## src/design/tok_pkg.sv

```systemverilog
package tok_pkg;

	localparam int IdW    = 8;
	localparam int UnresW = 6;
	localparam int CfgIdxW = 3;
	localparam int CfgW   = 8;

	localparam logic [CfgIdxW-1:0] CFG_CUT_ENABLE  = 3'd0;
	localparam logic [CfgIdxW-1:0] CFG_CUT_SOURCE  = 3'd1;
	localparam logic [CfgIdxW-1:0] CFG_CUT_TARGET  = 3'd2;
	localparam logic [CfgIdxW-1:0] CFG_TAIL_ENABLE = 3'd3;
	localparam logic [CfgIdxW-1:0] CFG_TAIL_NODE   = 3'd4;

	localparam logic           RST_CUT_ENABLE  = 1'b1;
	localparam logic [IdW-1:0] RST_CUT_SOURCE  = 8'd22;
	localparam logic [IdW-1:0] RST_CUT_TARGET  = 8'd21;
	localparam logic           RST_TAIL_ENABLE = 1'b1;
	localparam logic [IdW-1:0] RST_TAIL_NODE   = 8'd21;

	localparam logic CMD_ADD = 1'b0;
	localparam logic CMD_RUN = 1'b1;

	typedef enum logic [4:0] {
		ST_IDLE, ST_E_RD, ST_E_CMP, ST_E_CHK, ST_N_SCAN, ST_N_ADD,
		ST_R_LD, ST_R_CMP, ST_R_WR, ST_D_RD, ST_D_MAP, ST_D_INC,
		ST_SEED, ST_POP, ST_P_RD, ST_P_MAP, ST_P_DEC, ST_Z,
		ST_EM0, ST_EM_ITEM, ST_EM_TAIL, ST_EM_NONE, ST_FIN
	} tok_state_t;

	typedef enum logic [4:0] {
		OP_NOP, OP_LATCH, OP_OVF, OP_N_SCAN, OP_N_ADD, OP_R_LD, OP_R_CMP,
		OP_R_WR, OP_D_INC, OP_SEED, OP_POP, OP_P_DEC, OP_Z, OP_EM0,
		OP_EM_ITEM, OP_EM_TAIL, OP_EM_NONE, OP_FIN
	} tok_op_t;

	typedef struct packed {
		tok_op_t op;
		logic    inc_i;
		logic    clr_i;
		logic    inc_j;
		logic    clr_j;
		logic    in_ready;
	} tok_cmd_t;

	typedef struct packed {
		logic dup;
		logic e_last;
		logic n_last_i;
		logic n_last_j;
		logic k_last;
		logic m_zero;
		logic n_zero;
		logic m_full;
		logic fit;
		logic q_empty;
		logic out_free;
		logic skip;
		logic total_zero;
		logic kahn_zero;
		logic tail_en;
	} tok_status_t;

endpackage

```

## src/design/tok_item_if.sv

```systemverilog
interface tok_item_if;
	import tok_pkg::*;
	logic           valid;
	logic           ready;
	logic           command;
	logic [IdW-1:0] src_id;
	logic [IdW-1:0] dst_id;
	modport source(output valid, command, src_id, dst_id, input ready);
	modport sink(input valid, command, src_id, dst_id, output ready);
endinterface

```

## src/design/tok_result_if.sv

```systemverilog
interface tok_result_if;
	import tok_pkg::*;
	logic              valid;
	logic              ready;
	logic [IdW-1:0]    node_id;
	logic              is_last;
	logic              no_node;
	logic [UnresW-1:0] unresolved;
	logic              overflow;
	modport source(output valid, node_id, is_last, no_node, unresolved, overflow,
		input ready);
	modport sink(input valid, node_id, is_last, no_node, unresolved, overflow,
		output ready);
endinterface

```

## src/design/tok_cfg_if.sv

```systemverilog
interface tok_cfg_if;
	import tok_pkg::*;
	logic               valid;
	logic               ready;
	logic [CfgIdxW-1:0] index;
	logic [CfgW-1:0]    data;
	modport source(output valid, index, data, input ready);
	modport sink(input valid, index, data, output ready);
endinterface

```

## src/design/tok_ctrl.sv

```systemverilog
module tok_ctrl (
	input  logic                 clk,
	input  logic                 arst_n,
	input  logic                 in_valid,
	input  logic                 in_command,
	input  tok_pkg::tok_status_t st,
	output tok_pkg::tok_cmd_t    cmd
);
	import tok_pkg::*;

	tok_state_t state_q, state_d;

	always_ff @(posedge clk or negedge arst_n) begin
		if (!arst_n) begin
			state_q <= ST_IDLE;
		end else begin
			state_q <= state_d;
		end
	end

	always_comb begin
		state_d = state_q;
		cmd = '0;
		cmd.op = OP_NOP;
		unique case (state_q)
			ST_IDLE: begin
				cmd.in_ready = 1'b1;
				if (in_valid) begin
					cmd.op = OP_LATCH;
					cmd.clr_i = 1'b1;
					cmd.clr_j = 1'b1;
					if (in_command == CMD_ADD) begin
						state_d = st.m_zero ? ST_E_CHK : ST_E_RD;
					end else begin
						state_d = st.n_zero ? ST_EM0 : ST_R_LD;
					end
				end
			end
			// duplicate search, reading and then comparing each stored edge
			ST_E_RD: state_d = ST_E_CMP;
			ST_E_CMP: begin
				if (st.dup) begin
					state_d = ST_IDLE;
				end else if (st.e_last) begin
					state_d = ST_E_CHK;
				end else begin
					cmd.inc_i = 1'b1;
					state_d = ST_E_RD;
				end
			end
			ST_E_CHK: begin
				if (st.m_full) begin
					cmd.op = OP_OVF;
					state_d = ST_IDLE;
				end else begin
					state_d = st.n_zero ? ST_N_ADD : ST_N_SCAN;
				end
			end
			ST_N_SCAN: begin
				cmd.op = OP_N_SCAN;
				if (st.n_last_j) begin
					state_d = ST_N_ADD;
				end else begin
					cmd.inc_j = 1'b1;
				end
			end
			ST_N_ADD: begin
				cmd.op = st.fit ? OP_N_ADD : OP_OVF;
				state_d = ST_IDLE;
			end
			// rank every node by counting smaller ids
			ST_R_LD: begin
				cmd.op = OP_R_LD;
				cmd.clr_j = 1'b1;
				state_d = ST_R_CMP;
			end
			ST_R_CMP: begin
				cmd.op = OP_R_CMP;
				if (st.n_last_j) begin
					state_d = ST_R_WR;
				end else begin
					cmd.inc_j = 1'b1;
				end
			end
			ST_R_WR: begin
				cmd.op = OP_R_WR;
				if (st.n_last_i) begin
					cmd.clr_i = 1'b1;
					state_d = st.m_zero ? ST_SEED : ST_D_RD;
				end else begin
					cmd.inc_i = 1'b1;
					state_d = ST_R_LD;
				end
			end
			ST_D_RD: state_d = ST_D_MAP;
			ST_D_MAP: state_d = ST_D_INC;
			ST_D_INC: begin
				cmd.op = OP_D_INC;
				if (st.e_last) begin
					cmd.clr_i = 1'b1;
					state_d = ST_SEED;
				end else begin
					cmd.inc_i = 1'b1;
					state_d = ST_D_RD;
				end
			end
			ST_SEED: begin
				cmd.op = OP_SEED;
				if (st.n_last_i) begin
					cmd.clr_i = 1'b1;
					state_d = ST_POP;
				end else begin
					cmd.inc_i = 1'b1;
				end
			end
			ST_POP: begin
				cmd.clr_i = 1'b1;
				if (st.q_empty) begin
					state_d = ST_EM0;
				end else begin
					cmd.op = OP_POP;
					state_d = st.m_zero ? ST_Z : ST_P_RD;
				end
			end
			ST_P_RD: state_d = ST_P_MAP;
			ST_P_MAP: state_d = ST_P_DEC;
			ST_P_DEC: begin
				cmd.op = OP_P_DEC;
				if (st.e_last) begin
					cmd.clr_i = 1'b1;
					state_d = ST_Z;
				end else begin
					cmd.inc_i = 1'b1;
					state_d = ST_P_RD;
				end
			end
			// released nodes enter the queue in ascending id order
			ST_Z: begin
				cmd.op = OP_Z;
				if (st.n_last_i) begin
					cmd.clr_i = 1'b1;
					state_d = ST_POP;
				end else begin
					cmd.inc_i = 1'b1;
				end
			end
			ST_EM0: begin
				cmd.op = OP_EM0;
				cmd.clr_i = 1'b1;
				priority if (st.total_zero) begin
					state_d = ST_EM_NONE;
				end else if (st.kahn_zero) begin
					state_d = ST_EM_TAIL;
				end else begin
					state_d = ST_EM_ITEM;
				end
			end
			ST_EM_ITEM: begin
				cmd.op = OP_EM_ITEM;
				if (st.skip || st.out_free) begin
					if (st.k_last) begin
						state_d = st.tail_en ? ST_EM_TAIL : ST_FIN;
					end else begin
						cmd.inc_i = 1'b1;
					end
				end
			end
			ST_EM_TAIL: begin
				cmd.op = OP_EM_TAIL;
				if (st.out_free) state_d = ST_FIN;
			end
			ST_EM_NONE: begin
				cmd.op = OP_EM_NONE;
				if (st.out_free) state_d = ST_FIN;
			end
			ST_FIN: begin
				cmd.op = OP_FIN;
				state_d = ST_IDLE;
			end
			default: state_d = ST_IDLE;
		endcase
	end

endmodule

```

## src/design/tok_datapath.sv

```systemverilog
module tok_datapath #(
	parameter int MAX_NODES = 32,
	parameter int MAX_EDGES = 64
) (
	input  logic                         clk,
	input  logic                         arst_n,
	input  tok_pkg::tok_cmd_t            cmd,
	output tok_pkg::tok_status_t         st,
	input  logic [tok_pkg::IdW-1:0]      in_src,
	input  logic [tok_pkg::IdW-1:0]      in_dst,
	input  logic                         cfg_fire,
	input  logic [tok_pkg::CfgIdxW-1:0]  cfg_index,
	input  logic [tok_pkg::CfgW-1:0]     cfg_data,
	input  logic                         out_ready,
	output logic                         out_valid,
	output logic [tok_pkg::IdW-1:0]      out_node_id,
	output logic                         out_is_last,
	output logic                         out_no_node,
	output logic [tok_pkg::UnresW-1:0]   out_unresolved,
	output logic                         out_overflow
);
	import tok_pkg::*;

	localparam int NW  = $clog2(MAX_NODES + 1);
	localparam int NIW = $clog2(MAX_NODES);
	localparam int EW  = $clog2(MAX_EDGES + 1);
	localparam int EIW = (MAX_EDGES > 1) ? $clog2(MAX_EDGES) : 1;
	localparam int DW  = EW;
	localparam int CW  = (NW > EW) ? NW : EW;
	localparam int TW  = NW + 1;
	localparam int MapDepth = 1 << IdW;

	// configuration
	logic           cut_en_q, tail_en_q;
	logic [IdW-1:0] cut_src_q, cut_dst_q, tail_node_q;

	// control registers
	logic [CW-1:0]  i_q;
	logic [NW-1:0]  j_q;
	logic [NW-1:0]  ncnt_q, head_q, tail_q;
	logic [EW-1:0]  ecnt_q;
	logic           ovf_q, sk_q, dk_q, tail_in_q;
	logic [TW-1:0]  total_q, emitted_q;
	logic [NW-1:0]  unres_q;

	// payload registers
	logic [IdW-1:0] s_q, d_q, vi_q, uid_q;
	logic [NIW-1:0] rank_q, tail_rank_q;

	// stores
	logic [IdW-1:0]   node_q   [MAX_NODES];
	logic [IdW-1:0]   sorted_q [MAX_NODES];
	logic [DW-1:0]    deg_q    [MAX_NODES];
	logic             zf_q     [MAX_NODES];
	logic [NIW-1:0]   fifo_q   [MAX_NODES];
	logic [2*IdW-1:0] edge_mem [MAX_EDGES];
	logic [NIW-1:0]   map_mem  [MapDepth];
	logic [2*IdW-1:0] edge_rd_q;
	logic [NIW-1:0]   map_q;

	logic [NIW-1:0] i_n, j_n, nraddr, deg_addr, fifo_addr;
	logic [EIW-1:0] i_e;
	logic [IdW-1:0] node_rd, es, ed, em_id;
	logic [DW-1:0]  deg_rd;
	logic [NIW-1:0] fifo_rd;
	logic           edge_cut, edge_act, tail_proc, fit;
	logic [NW:0]    need_sum;
	logic [NW-1:0]  ncnt_p1;
	logic [TW-1:0]  total_c;
	logic [NW-1:0]  unres_c;
	logic           out_free, em_last, out_set;

	assign i_n = i_q[NIW-1:0];
	assign i_e = i_q[EIW-1:0];
	assign j_n = j_q[NIW-1:0];
	assign nraddr = (cmd.op == OP_R_LD) ? i_n : j_n;
	assign node_rd = node_q[nraddr];
	assign es = edge_rd_q[2*IdW-1:IdW];
	assign ed = edge_rd_q[IdW-1:0];
	assign edge_cut = cut_en_q && (es == cut_src_q) && (ed == cut_dst_q);
	assign edge_act = (es == uid_q) && !edge_cut;

	always_comb begin
		unique case (cmd.op)
			OP_D_INC, OP_P_DEC: deg_addr = map_q;
			OP_EM0:             deg_addr = tail_rank_q;
			default:            deg_addr = i_n;
		endcase
	end
	assign deg_rd = deg_q[deg_addr];
	assign fifo_addr = (cmd.op == OP_POP) ? head_q[NIW-1:0] : i_n;
	assign fifo_rd = fifo_q[fifo_addr];
	assign em_id = sorted_q[fifo_rd];

	assign need_sum = (NW + 1)'(ncnt_q) + (NW + 1)'(!sk_q)
		+ (NW + 1)'((s_q != d_q) && !dk_q);
	assign fit = need_sum <= (NW + 1)'(MAX_NODES);
	assign ncnt_p1 = ncnt_q + NW'(1);

	// with the tail enabled, a processed tail node is taken out of the order and shown once at the end
	assign tail_proc = tail_in_q && (deg_rd == '0);
	assign total_c = TW'(tail_q) - TW'(tail_en_q && tail_proc) + TW'(tail_en_q);
	assign unres_c = ncnt_q - tail_q - NW'(tail_en_q && tail_in_q && !tail_proc);

	assign out_free = !out_valid || out_ready;
	assign em_last = (emitted_q + TW'(1)) == total_q;
	assign out_set = out_free && (((cmd.op == OP_EM_ITEM) && !st.skip)
		|| (cmd.op == OP_EM_TAIL) || (cmd.op == OP_EM_NONE));

	always_comb begin
		st = '0;
		st.dup        = edge_rd_q == {s_q, d_q};
		st.e_last     = (i_q + CW'(1)) == CW'(ecnt_q);
		st.n_last_i   = (i_q + CW'(1)) == CW'(ncnt_q);
		st.n_last_j   = (j_q + NW'(1)) == ncnt_q;
		st.k_last     = (i_q + CW'(1)) == CW'(tail_q);
		st.m_zero     = ecnt_q == '0;
		st.n_zero     = ncnt_q == '0;
		st.m_full     = ecnt_q == EW'(MAX_EDGES);
		st.fit        = fit;
		st.q_empty    = head_q == tail_q;
		st.out_free   = out_free;
		st.skip       = tail_en_q && (em_id == tail_node_q);
		st.total_zero = total_c == '0;
		st.kahn_zero  = tail_q == '0;
		st.tail_en    = tail_en_q;
	end

	// memories with registered reads
	always_ff @(posedge clk) begin
		edge_rd_q <= edge_mem[i_e];
		if (cmd.op == OP_N_ADD) edge_mem[ecnt_q[EIW-1:0]] <= {s_q, d_q};
	end

	always_ff @(posedge clk) begin
		map_q <= map_mem[ed];
		if (cmd.op == OP_R_WR) map_mem[vi_q] <= rank_q;
	end

	// tables and payload
	always_ff @(posedge clk) begin
		unique case (cmd.op)
			OP_LATCH: begin
				s_q <= in_src;
				d_q <= in_dst;
			end
			OP_N_ADD: begin
				if (!sk_q) begin
					node_q[ncnt_q[NIW-1:0]] <= s_q;
					if ((s_q != d_q) && !dk_q) node_q[ncnt_p1[NIW-1:0]] <= d_q;
				end else if ((s_q != d_q) && !dk_q) begin
					node_q[ncnt_q[NIW-1:0]] <= d_q;
				end
			end
			OP_R_LD: begin
				vi_q <= node_rd;
				rank_q <= '0;
			end
			OP_R_CMP: rank_q <= rank_q + NIW'(node_rd < vi_q);
			OP_R_WR: begin
				sorted_q[rank_q] <= vi_q;
				deg_q[i_n] <= '0;
				zf_q[i_n] <= 1'b0;
				if (vi_q == tail_node_q) tail_rank_q <= rank_q;
			end
			OP_D_INC: if (!edge_cut) deg_q[map_q] <= deg_rd + DW'(1);
			OP_SEED: if (deg_rd == '0) fifo_q[tail_q[NIW-1:0]] <= i_n;
			OP_POP: uid_q <= em_id;
			OP_P_DEC: begin
				if (edge_act && (deg_rd != '0)) begin
					deg_q[map_q] <= deg_rd - DW'(1);
					if (deg_rd == DW'(1)) zf_q[map_q] <= 1'b1;
				end
			end
			OP_Z: begin
				if (zf_q[i_n]) begin
					fifo_q[tail_q[NIW-1:0]] <= i_n;
					zf_q[i_n] <= 1'b0;
				end
			end
			OP_EM0: unres_q <= unres_c;
			OP_EM_ITEM: begin
				if (!st.skip && out_free) begin
					out_node_id <= em_id;
					out_is_last <= em_last;
					out_no_node <= 1'b0;
					out_unresolved <= em_last ? UnresW'(unres_q) : '0;
					out_overflow <= ovf_q;
				end
			end
			OP_EM_TAIL: begin
				if (out_free) begin
					out_node_id <= tail_node_q;
					out_is_last <= 1'b1;
					out_no_node <= 1'b0;
					out_unresolved <= UnresW'(unres_q);
					out_overflow <= ovf_q;
				end
			end
			OP_EM_NONE: begin
				if (out_free) begin
					out_node_id <= '0;
					out_is_last <= 1'b1;
					out_no_node <= 1'b1;
					out_unresolved <= UnresW'(unres_q);
					out_overflow <= ovf_q;
				end
			end
			default: ;
		endcase
	end

	// counters, flags and configuration
	always_ff @(posedge clk or negedge arst_n) begin
		if (!arst_n) begin
			cut_en_q <= RST_CUT_ENABLE;
			cut_src_q <= RST_CUT_SOURCE;
			cut_dst_q <= RST_CUT_TARGET;
			tail_en_q <= RST_TAIL_ENABLE;
			tail_node_q <= RST_TAIL_NODE;
			i_q <= '0;
			j_q <= '0;
			ncnt_q <= '0;
			ecnt_q <= '0;
			head_q <= '0;
			tail_q <= '0;
			ovf_q <= 1'b0;
			sk_q <= 1'b0;
			dk_q <= 1'b0;
			tail_in_q <= 1'b0;
			total_q <= '0;
			emitted_q <= '0;
			out_valid <= 1'b0;
		end else begin
			if (cfg_fire) begin
				unique case (cfg_index)
					CFG_CUT_ENABLE:  cut_en_q <= cfg_data[0];
					CFG_CUT_SOURCE:  cut_src_q <= cfg_data;
					CFG_CUT_TARGET:  cut_dst_q <= cfg_data;
					CFG_TAIL_ENABLE: tail_en_q <= cfg_data[0];
					CFG_TAIL_NODE:   tail_node_q <= cfg_data;
					default: ;
				endcase
			end
			if (cmd.clr_i) begin
				i_q <= '0;
			end else if (cmd.inc_i) begin
				i_q <= i_q + CW'(1);
			end
			if (cmd.clr_j) begin
				j_q <= '0;
			end else if (cmd.inc_j) begin
				j_q <= j_q + NW'(1);
			end
			out_valid <= out_set || (out_valid && !out_ready);
			unique case (cmd.op)
				OP_LATCH: begin
					sk_q <= 1'b0;
					dk_q <= 1'b0;
					tail_in_q <= 1'b0;
				end
				OP_OVF: ovf_q <= 1'b1;
				OP_N_SCAN: begin
					if (node_rd == s_q) sk_q <= 1'b1;
					if (node_rd == d_q) dk_q <= 1'b1;
				end
				OP_N_ADD: begin
					ncnt_q <= NW'(need_sum);
					ecnt_q <= ecnt_q + EW'(1);
				end
				OP_R_WR: if (vi_q == tail_node_q) tail_in_q <= 1'b1;
				OP_SEED: if (deg_rd == '0) tail_q <= tail_q + NW'(1);
				OP_POP: head_q <= head_q + NW'(1);
				OP_Z: if (zf_q[i_n]) tail_q <= tail_q + NW'(1);
				OP_EM0: begin
					total_q <= total_c;
					emitted_q <= '0;
				end
				OP_EM_ITEM: begin
					if (!st.skip && out_free) emitted_q <= emitted_q + TW'(1);
				end
				OP_FIN: begin
					ncnt_q <= '0;
					ecnt_q <= '0;
					head_q <= '0;
					tail_q <= '0;
					ovf_q <= 1'b0;
				end
				default: ;
			endcase
		end
	end

endmodule

```

## src/design/topological_order_kahn.sv

```systemverilog
// channel  dir  handshake      payload
// items    in   valid/ready    command, src_id, dst_id
// results  out  valid/ready    node_id, is_last, no_node, unresolved, overflow
// cfg      in   valid/ready    index, data (ready always high)
//
// an edge is accepted, compared with each stored edge in the duplicate search,
// checked for room, compared with each stored node and inserted; a run ranks
// the nodes, counts degrees over the edges, seeds the queue and walks it, each
// popped node scanning all edges and then all nodes, then emits each queued
// node and a final result; the single-port edge memory sets the walk pace.
// reset clears counts and flags and loads the configuration defaults; tables need no clearing.
// a stalled result holds the emission; items are taken only between commands.
module topological_order_kahn #(
	parameter int MAX_NODES = 32,
	parameter int MAX_EDGES = 64
) (
	input  logic  clk,
	input  logic  arst_n,
	tok_item_if.sink     items,
	tok_result_if.source results,
	tok_cfg_if.sink      cfg
);
	import tok_pkg::*;

	tok_cmd_t    ctl_cmd;
	tok_status_t dp_st;

	assign items.ready = ctl_cmd.in_ready;
	assign cfg.ready = 1'b1;

	tok_ctrl u_ctrl (
		.clk       (clk),
		.arst_n    (arst_n),
		.in_valid  (items.valid),
		.in_command(items.command),
		.st        (dp_st),
		.cmd       (ctl_cmd)
	);

	tok_datapath #(
		.MAX_NODES(MAX_NODES),
		.MAX_EDGES(MAX_EDGES)
	) u_datapath (
		.clk           (clk),
		.arst_n        (arst_n),
		.cmd           (ctl_cmd),
		.st            (dp_st),
		.in_src        (items.src_id),
		.in_dst        (items.dst_id),
		.cfg_fire      (cfg.valid),
		.cfg_index     (cfg.index),
		.cfg_data      (cfg.data),
		.out_ready     (results.ready),
		.out_valid     (results.valid),
		.out_node_id   (results.node_id),
		.out_is_last   (results.is_last),
		.out_no_node   (results.no_node),
		.out_unresolved(results.unresolved),
		.out_overflow  (results.overflow)
	);

	a_no_node_last: assert property (@(posedge clk) disable iff (!arst_n)
		results.valid && results.no_node |-> results.is_last)
		else $error("empty-order result not marked last");

	a_unres_last: assert property (@(posedge clk) disable iff (!arst_n)
		results.valid && !results.is_last |-> results.unresolved == '0)
		else $error("unresolved count on a non-final result");

	a_run_busy: assert property (@(posedge clk) disable iff (!arst_n)
		items.valid && items.ready && (items.command == CMD_RUN) |=> !items.ready)
		else $error("item taken right after a run transfer");

endmodule
```

## src/flat_wrapper.sv

```systemverilog
// flat-port wrapper written by rule: the top's interface ports become plain ports
module topological_order_kahn_flat import tok_pkg::*;
#(
	parameter int MAX_NODES = 32,
	parameter int MAX_EDGES = 64
)
  (clk, arst_n, items_valid, items_command, items_src_id, items_dst_id, items_ready, results_valid, results_node_id, results_is_last, results_no_node, results_unresolved, results_overflow, results_ready, cfg_valid, cfg_index, cfg_data, cfg_ready);
  tok_item_if items_i ();
  tok_result_if results_i ();
  tok_cfg_if cfg_i ();
  input  logic clk;
  input  logic arst_n;
  input wire logic [$bits(items_i.valid)-1:0] items_valid;
  input wire logic [$bits(items_i.command)-1:0] items_command;
  input wire logic [$bits(items_i.src_id)-1:0] items_src_id;
  input wire logic [$bits(items_i.dst_id)-1:0] items_dst_id;
  output wire logic [$bits(items_i.ready)-1:0] items_ready;
  output wire logic [$bits(results_i.valid)-1:0] results_valid;
  output wire logic [$bits(results_i.node_id)-1:0] results_node_id;
  output wire logic [$bits(results_i.is_last)-1:0] results_is_last;
  output wire logic [$bits(results_i.no_node)-1:0] results_no_node;
  output wire logic [$bits(results_i.unresolved)-1:0] results_unresolved;
  output wire logic [$bits(results_i.overflow)-1:0] results_overflow;
  input wire logic [$bits(results_i.ready)-1:0] results_ready;
  input wire logic [$bits(cfg_i.valid)-1:0] cfg_valid;
  input wire logic [$bits(cfg_i.index)-1:0] cfg_index;
  input wire logic [$bits(cfg_i.data)-1:0] cfg_data;
  output wire logic [$bits(cfg_i.ready)-1:0] cfg_ready;
  assign items_i.valid = items_valid;
  assign items_i.command = items_command;
  assign items_i.src_id = items_src_id;
  assign items_i.dst_id = items_dst_id;
  assign items_ready = items_i.ready;
  assign results_valid = results_i.valid;
  assign results_node_id = results_i.node_id;
  assign results_is_last = results_i.is_last;
  assign results_no_node = results_i.no_node;
  assign results_unresolved = results_i.unresolved;
  assign results_overflow = results_i.overflow;
  assign results_i.ready = results_ready;
  assign cfg_i.valid = cfg_valid;
  assign cfg_i.index = cfg_index;
  assign cfg_i.data = cfg_data;
  assign cfg_ready = cfg_i.ready;
  topological_order_kahn #(.MAX_NODES(MAX_NODES), .MAX_EDGES(MAX_EDGES)) u_core (.clk(clk), .arst_n(arst_n), .items(items_i), .results(results_i), .cfg(cfg_i));
endmodule
```

## config.mk

```make
export PLATFORM = sky130hd
export DESIGN_NAME = topological_order_kahn_flat
export DESIGN_NICKNAME = d
export VERILOG_FILES = /design/src/design/tok_pkg.sv /design/src/design/tok_item_if.sv /design/src/design/tok_result_if.sv /design/src/design/tok_cfg_if.sv /design/src/design/tok_ctrl.sv /design/src/design/tok_datapath.sv /design/src/design/topological_order_kahn.sv /design/src/flat_wrapper.sv
export SDC_FILE = /design/constraint.sdc
export NUM_CORES = 2
export LEC_CHECK = 0
export BUFFER_PORTS_ARGS = -buffer_cell sky130_fd_sc_hd__buf_2
export CAP_MARGIN = 20
export CORE_UTILIZATION = 45
export CTS_CLUSTER_SIZE = 16
export DETAILED_ROUTE_END_ITERATION = 12
export PLACE_DENSITY = 0.68
export SETUP_SLACK_MARGIN = 0.1
export SLEW_MARGIN = 25
export SYNTH_ARGS = -nofsm -noshare
export SYNTH_HDL_FRONTEND = slang
export SYNTH_HIERARCHICAL = 1
export SYNTH_SLANG_ARGS = --single-unit
```

## constraint.sdc

```tcl
create_clock -name clk -period 11 [get_ports clk]
set_input_delay 0.55 -clock clk [delete_from_list [all_inputs] [get_ports clk]]
set_output_delay 0.55 -clock clk [all_outputs]
set_load 0.05 [all_outputs]
```

==> results by group <==
Critical path
  – Reg2reg end: u_core/u_datapath/i_q[6]
  – Crit-path max FO: 25
  – CP max stage delay: 0.66 ns
  – Critical Path RT: 11.79 ns
  – R2r startpoint: u_core/u_datapath/d_q[6]
  – CP Data Arrival Time: 11.50 ns
  – CP max stage cell: or4_1
  – Startpoint Class: register
  – Worst Setup Path Type: register to register
  – R2R setup slack: 0.29 ns
  – CP endpoint kind: register
  – Crit-path most repeated cell: a21oi_1
  – FF-to-FF path depth: 40

GRT
  – Number of global-route vias before repair: 76.0k
  – First-pass GRT wire length: 524 mm
  – Largest net degree at the start of global routing: 260
  – GR Util All Layers: 0.225
  – Grt ovf: 0
  – Initial antenna violation count: 19

Die
  – Die footprint: 315,000 um^2
  – Die W: 562 um
  – Cell Rows: 205
  – Boundary Pins: 53
  – Core Region: 312,000 um^2
  – Starting Density: 0.452
  – Die span in y: 562 um

Clock tree
  – Clk pin slew, worst setup/hold paths: 0.06 ns
  – CTS Root Cell: clkbuf_16
  – Num CTS Buffers: 344
  – CTS tree: done
  – Longest Clk Path Bufs: 4
  – Worst-skew pair later-pin latency: 0.92 ns
  – H-Tree Level Count: 5
  – Clock sink count: 3,406

Yosys
  – Yosys top cell area share: 0.702
  – Total nets after synthesis: 8,037
  – Yosys reg bits: 3,406
  – Cell Area, Synth: 141,000 um^2
  – Ys async rst share: 0.0258
  – Yosys warnings: 6
  – Cells after synthesis: 7,954
  – Ys flop type: edfxtp_1
  – EDFF count, synth: 3,297
  – Largest cells by area after synthesis: edfxtp_1 70%, mux4_2 13%, nor2_1 2.3%
  – Area leader, netlist: edfxtp_1
  – Syn avg cell area: 17.7 um^2
  – Seq/Total Area, Yosys: 0.721
  – Post-synth cell types: 108

Pwr
  – Power Density: 270 nW/um^2
  – P_int: 0.0282 W
  – Switching Fraction: 0.341
  – Worst VDD drop: 0.000247 V
  – Power share of the sequential group: 0.389
  – Clock power share: 0.267
  – Final total power: 0.0428 W
  – P_leak: 50.0 nW
  – Logic gate share of total power: 0.344
  – Net Sw Power: 0.0146 W

Drt
  – Final wirelength: 360 mm
  – 1st-iter DRT viols: 10.1k
  – Drc violations: 0
  – Final ANT Viol Nets: 0
  – Vias per cell: 6.14
  – Met3 WL post-DR: 31.5 mm
  – Top sig layer: met5
  – Met1 wire length: 140 mm
  – Routed len/inst: 28.6 um
  – Detailed Routing Iterations Pass 1: 9
  – Routed wl met2: 172 mm
  – Via Count: 77.1k

Layout
  – Area grow syn2layout: 12.3%
  – Layout cell share with drive strength beyond 1: 0.225
  – Post-layout util: 0.508
  – Final nets: 8,230
  – Final instance area: 158,000 um^2
  – Commonest non-fill, non-tap cell in the layout: edfxtp_1
  – Non-filler cells, final: 12.6k
  – Filler instances: 24.5k
  – Most frequent cells in the layout: 3,297 x edfxtp_1, 838 x mux4_2, 808 x nor2_1

Place
  – Hpwl dp: 223 mm
  – I/O Buffers: 51
  – Placed cell count: 11.9k
  – Area after DPL: 147,000 um^2
  – Gpl congestion: 0.983

STA
  – Slew HR: 0.249
  – Max Freq: 93.4 MHz
  – Worst slew pin tran: 1.12 ns
  – Hold violation count in the final report: 0
  – Post-route clock skew: 0.0767 ns
  – Max Slew Vio Count: 0
  – RSZ-0062 raised after global routing: true
  – Final setup fails: 0
  – Post-route clock period utilization: 0.974
  – Post-route setup TNS: 0 ns
  – Final min period: 10.71 ns

Hold path
  – Hold Path Origin: cfg_data[2]
  – Worst min path class: primary input to register
  – Worst Hold Path Cells: 2
  – WHS Endpoint: u_core/u_datapath/tail_node_q[2]

Run
  – Max capacitance violation total: 0

Outcome
  – Status: finished clean
-- sequential cells by signal, summed over array words and instances (netlist names), 8 cells and up --
signal / flops
u_core/u_datapath/cut_src_q: 8
u_core/u_datapath/deg_q: 224
u_core/u_datapath/s_q: 8
u_core/u_datapath/tail_node_q: 8
u_core/u_datapath/fifo_q: 160
u_core/u_datapath/out_node_id: 8
u_core/u_datapath/cut_dst_q: 8
u_core/u_datapath/zf_q: 32
u_core/u_datapath/sorted_q: 256
u_core/u_datapath/map_mem: 1280
u_core/u_datapath/node_q: 256
u_core/u_datapath/edge_rd_q: 16
u_core/u_datapath/edge_mem: 1024
u_core/u_datapath/d_q: 8
u_core/u_datapath/uid_q: 8
u_core/u_datapath/vi_q: 8
-- cell usage after synthesis, types with 13 or more instances --
cell type  count
edfxtp_1    3297
nor2_1       863
mux4_2       838
nand2_1      419
a21oi_1      371
clkbuf_1     341
nand3_1      154
o21ai_0      132
mux2i_1      114
buf_1         86
xnor2_1       86
xor2_1        79
a211oi_1      78
dfrtp_1       77
mux2_2        73
and2_1        70
inv_1         63
and3_1        51
nor3_1        51
buf_2         46
ha_1          46
nand4_1       41
a31oi_1       32
a311oi_1      31
nor4_1        31
buf_4         27
a32oi_1       25
nand2b_1      24
dfxtp_1       21
nor2b_1       20
o22ai_1       20
or3_1         19
o21a_1        18
a2111oi_0     17
a311o_1       16
a21o_1        15
o211ai_1      14
a21boi_0      13
-- per-stage QoR --
stage               setup WS [ns]  hold WS, ns
finish                      0.290       0.0550
global route               0.0267      0.00538
CTS                         0.299      0.00739
detailed placement          0.434        0.491
global placement            0.457        0.483
floorplan                   0.412        0.254
-- repair_timing --
action	4_1_cts	5_1_grt
hold buffers	18	0
hold endpoints to repair	71	0
buffers inserted	0	2
endpoints found under the setup margin	0	13
resized for setup	0	11
-- power by group through the flow --
stage	clock [W]	sequential (W)	combinational, W
after floorplan	0	0.0172	0.00907
after detailed placement	0	0.0169	0.0145
after global placement	0	0.0169	0.0141
final	0.0114	0.0166	0.0147
after CTS	0.0116	0.0166	0.0145
after global routing	0.0120	0.0167	0.0155
-- final cells by class --
cell class                      count  area, um^2  share of cell area
Inverter                           66         256             0.00162
Clock buffer                      423        9070              0.0573
Multi-Input combinational cell   3970       37400               0.236
Timing Repair Buffer              359        2930              0.0185
Tap cell                         4140        5180              0.0327
Sequential cell                  3406      102000               0.642
Antenna cell                       10        25.0            0.000158
Clock inverter                    191        1820              0.0115
-- critical path: cells and delay by family, from the launching register on --
family	cells	cell delay, ns
buf+inv	5	1.23
xor+xnor	1	0.17
simple gates	16	4.54
flops	1	0.45
compound gates	16	3.49
fa+ha+maj	2	0.70
-- routing by layer --
layer | vias to the layer above | GRT usage
met3 | 717 | 0.0381
met4 | 10 | 0.0893
met2 | 4035 | 0.361
met5 | - | 0
met1 | 40200 | 0.308
li1 | 32200 | -
-- logic make-up (layout without fill, tap and decap cells) --
family | after synthesis | count (layout) | synth area share
compound gates | 909 | 909 | 0.0416
xor+xnor | 165 | 165 | 0.0103
fa+ha+maj | 50 | 50 | 0.00465
buf+inv | 578 | 1039 | 0.0171
flops | 3406 | 3406 | 0.721
mux | 1025 | 1025 | 0.148
other cells | 1 | 11 | 0.0000266
simple gates | 1820 | 1820 | 0.0574
-- how the worst max path moves through the flow --
stage	startpoint	endpoint
6_report	u_core/u_datapath/d_q[6]	u_core/u_datapath/i_q[6]
5_1_grt	u_core/u_datapath/d_q[6]	u_core/u_datapath/i_q[6]
4_1_cts	u_core/u_datapath/d_q[6]	u_core/u_datapath/i_q[5]
3_5_place_dp	u_core/u_datapath/d_q[6]	u_core/u_datapath/i_q[5]
3_3_place_gp	u_core/u_datapath/d_q[6]	u_core/u_datapath/i_q[6]
2_1_floorplan	u_core/u_datapath/d_q[6]	u_core/u_ctrl/state_q[2]
Note: power is estimated with default switching activity, not from simulation.
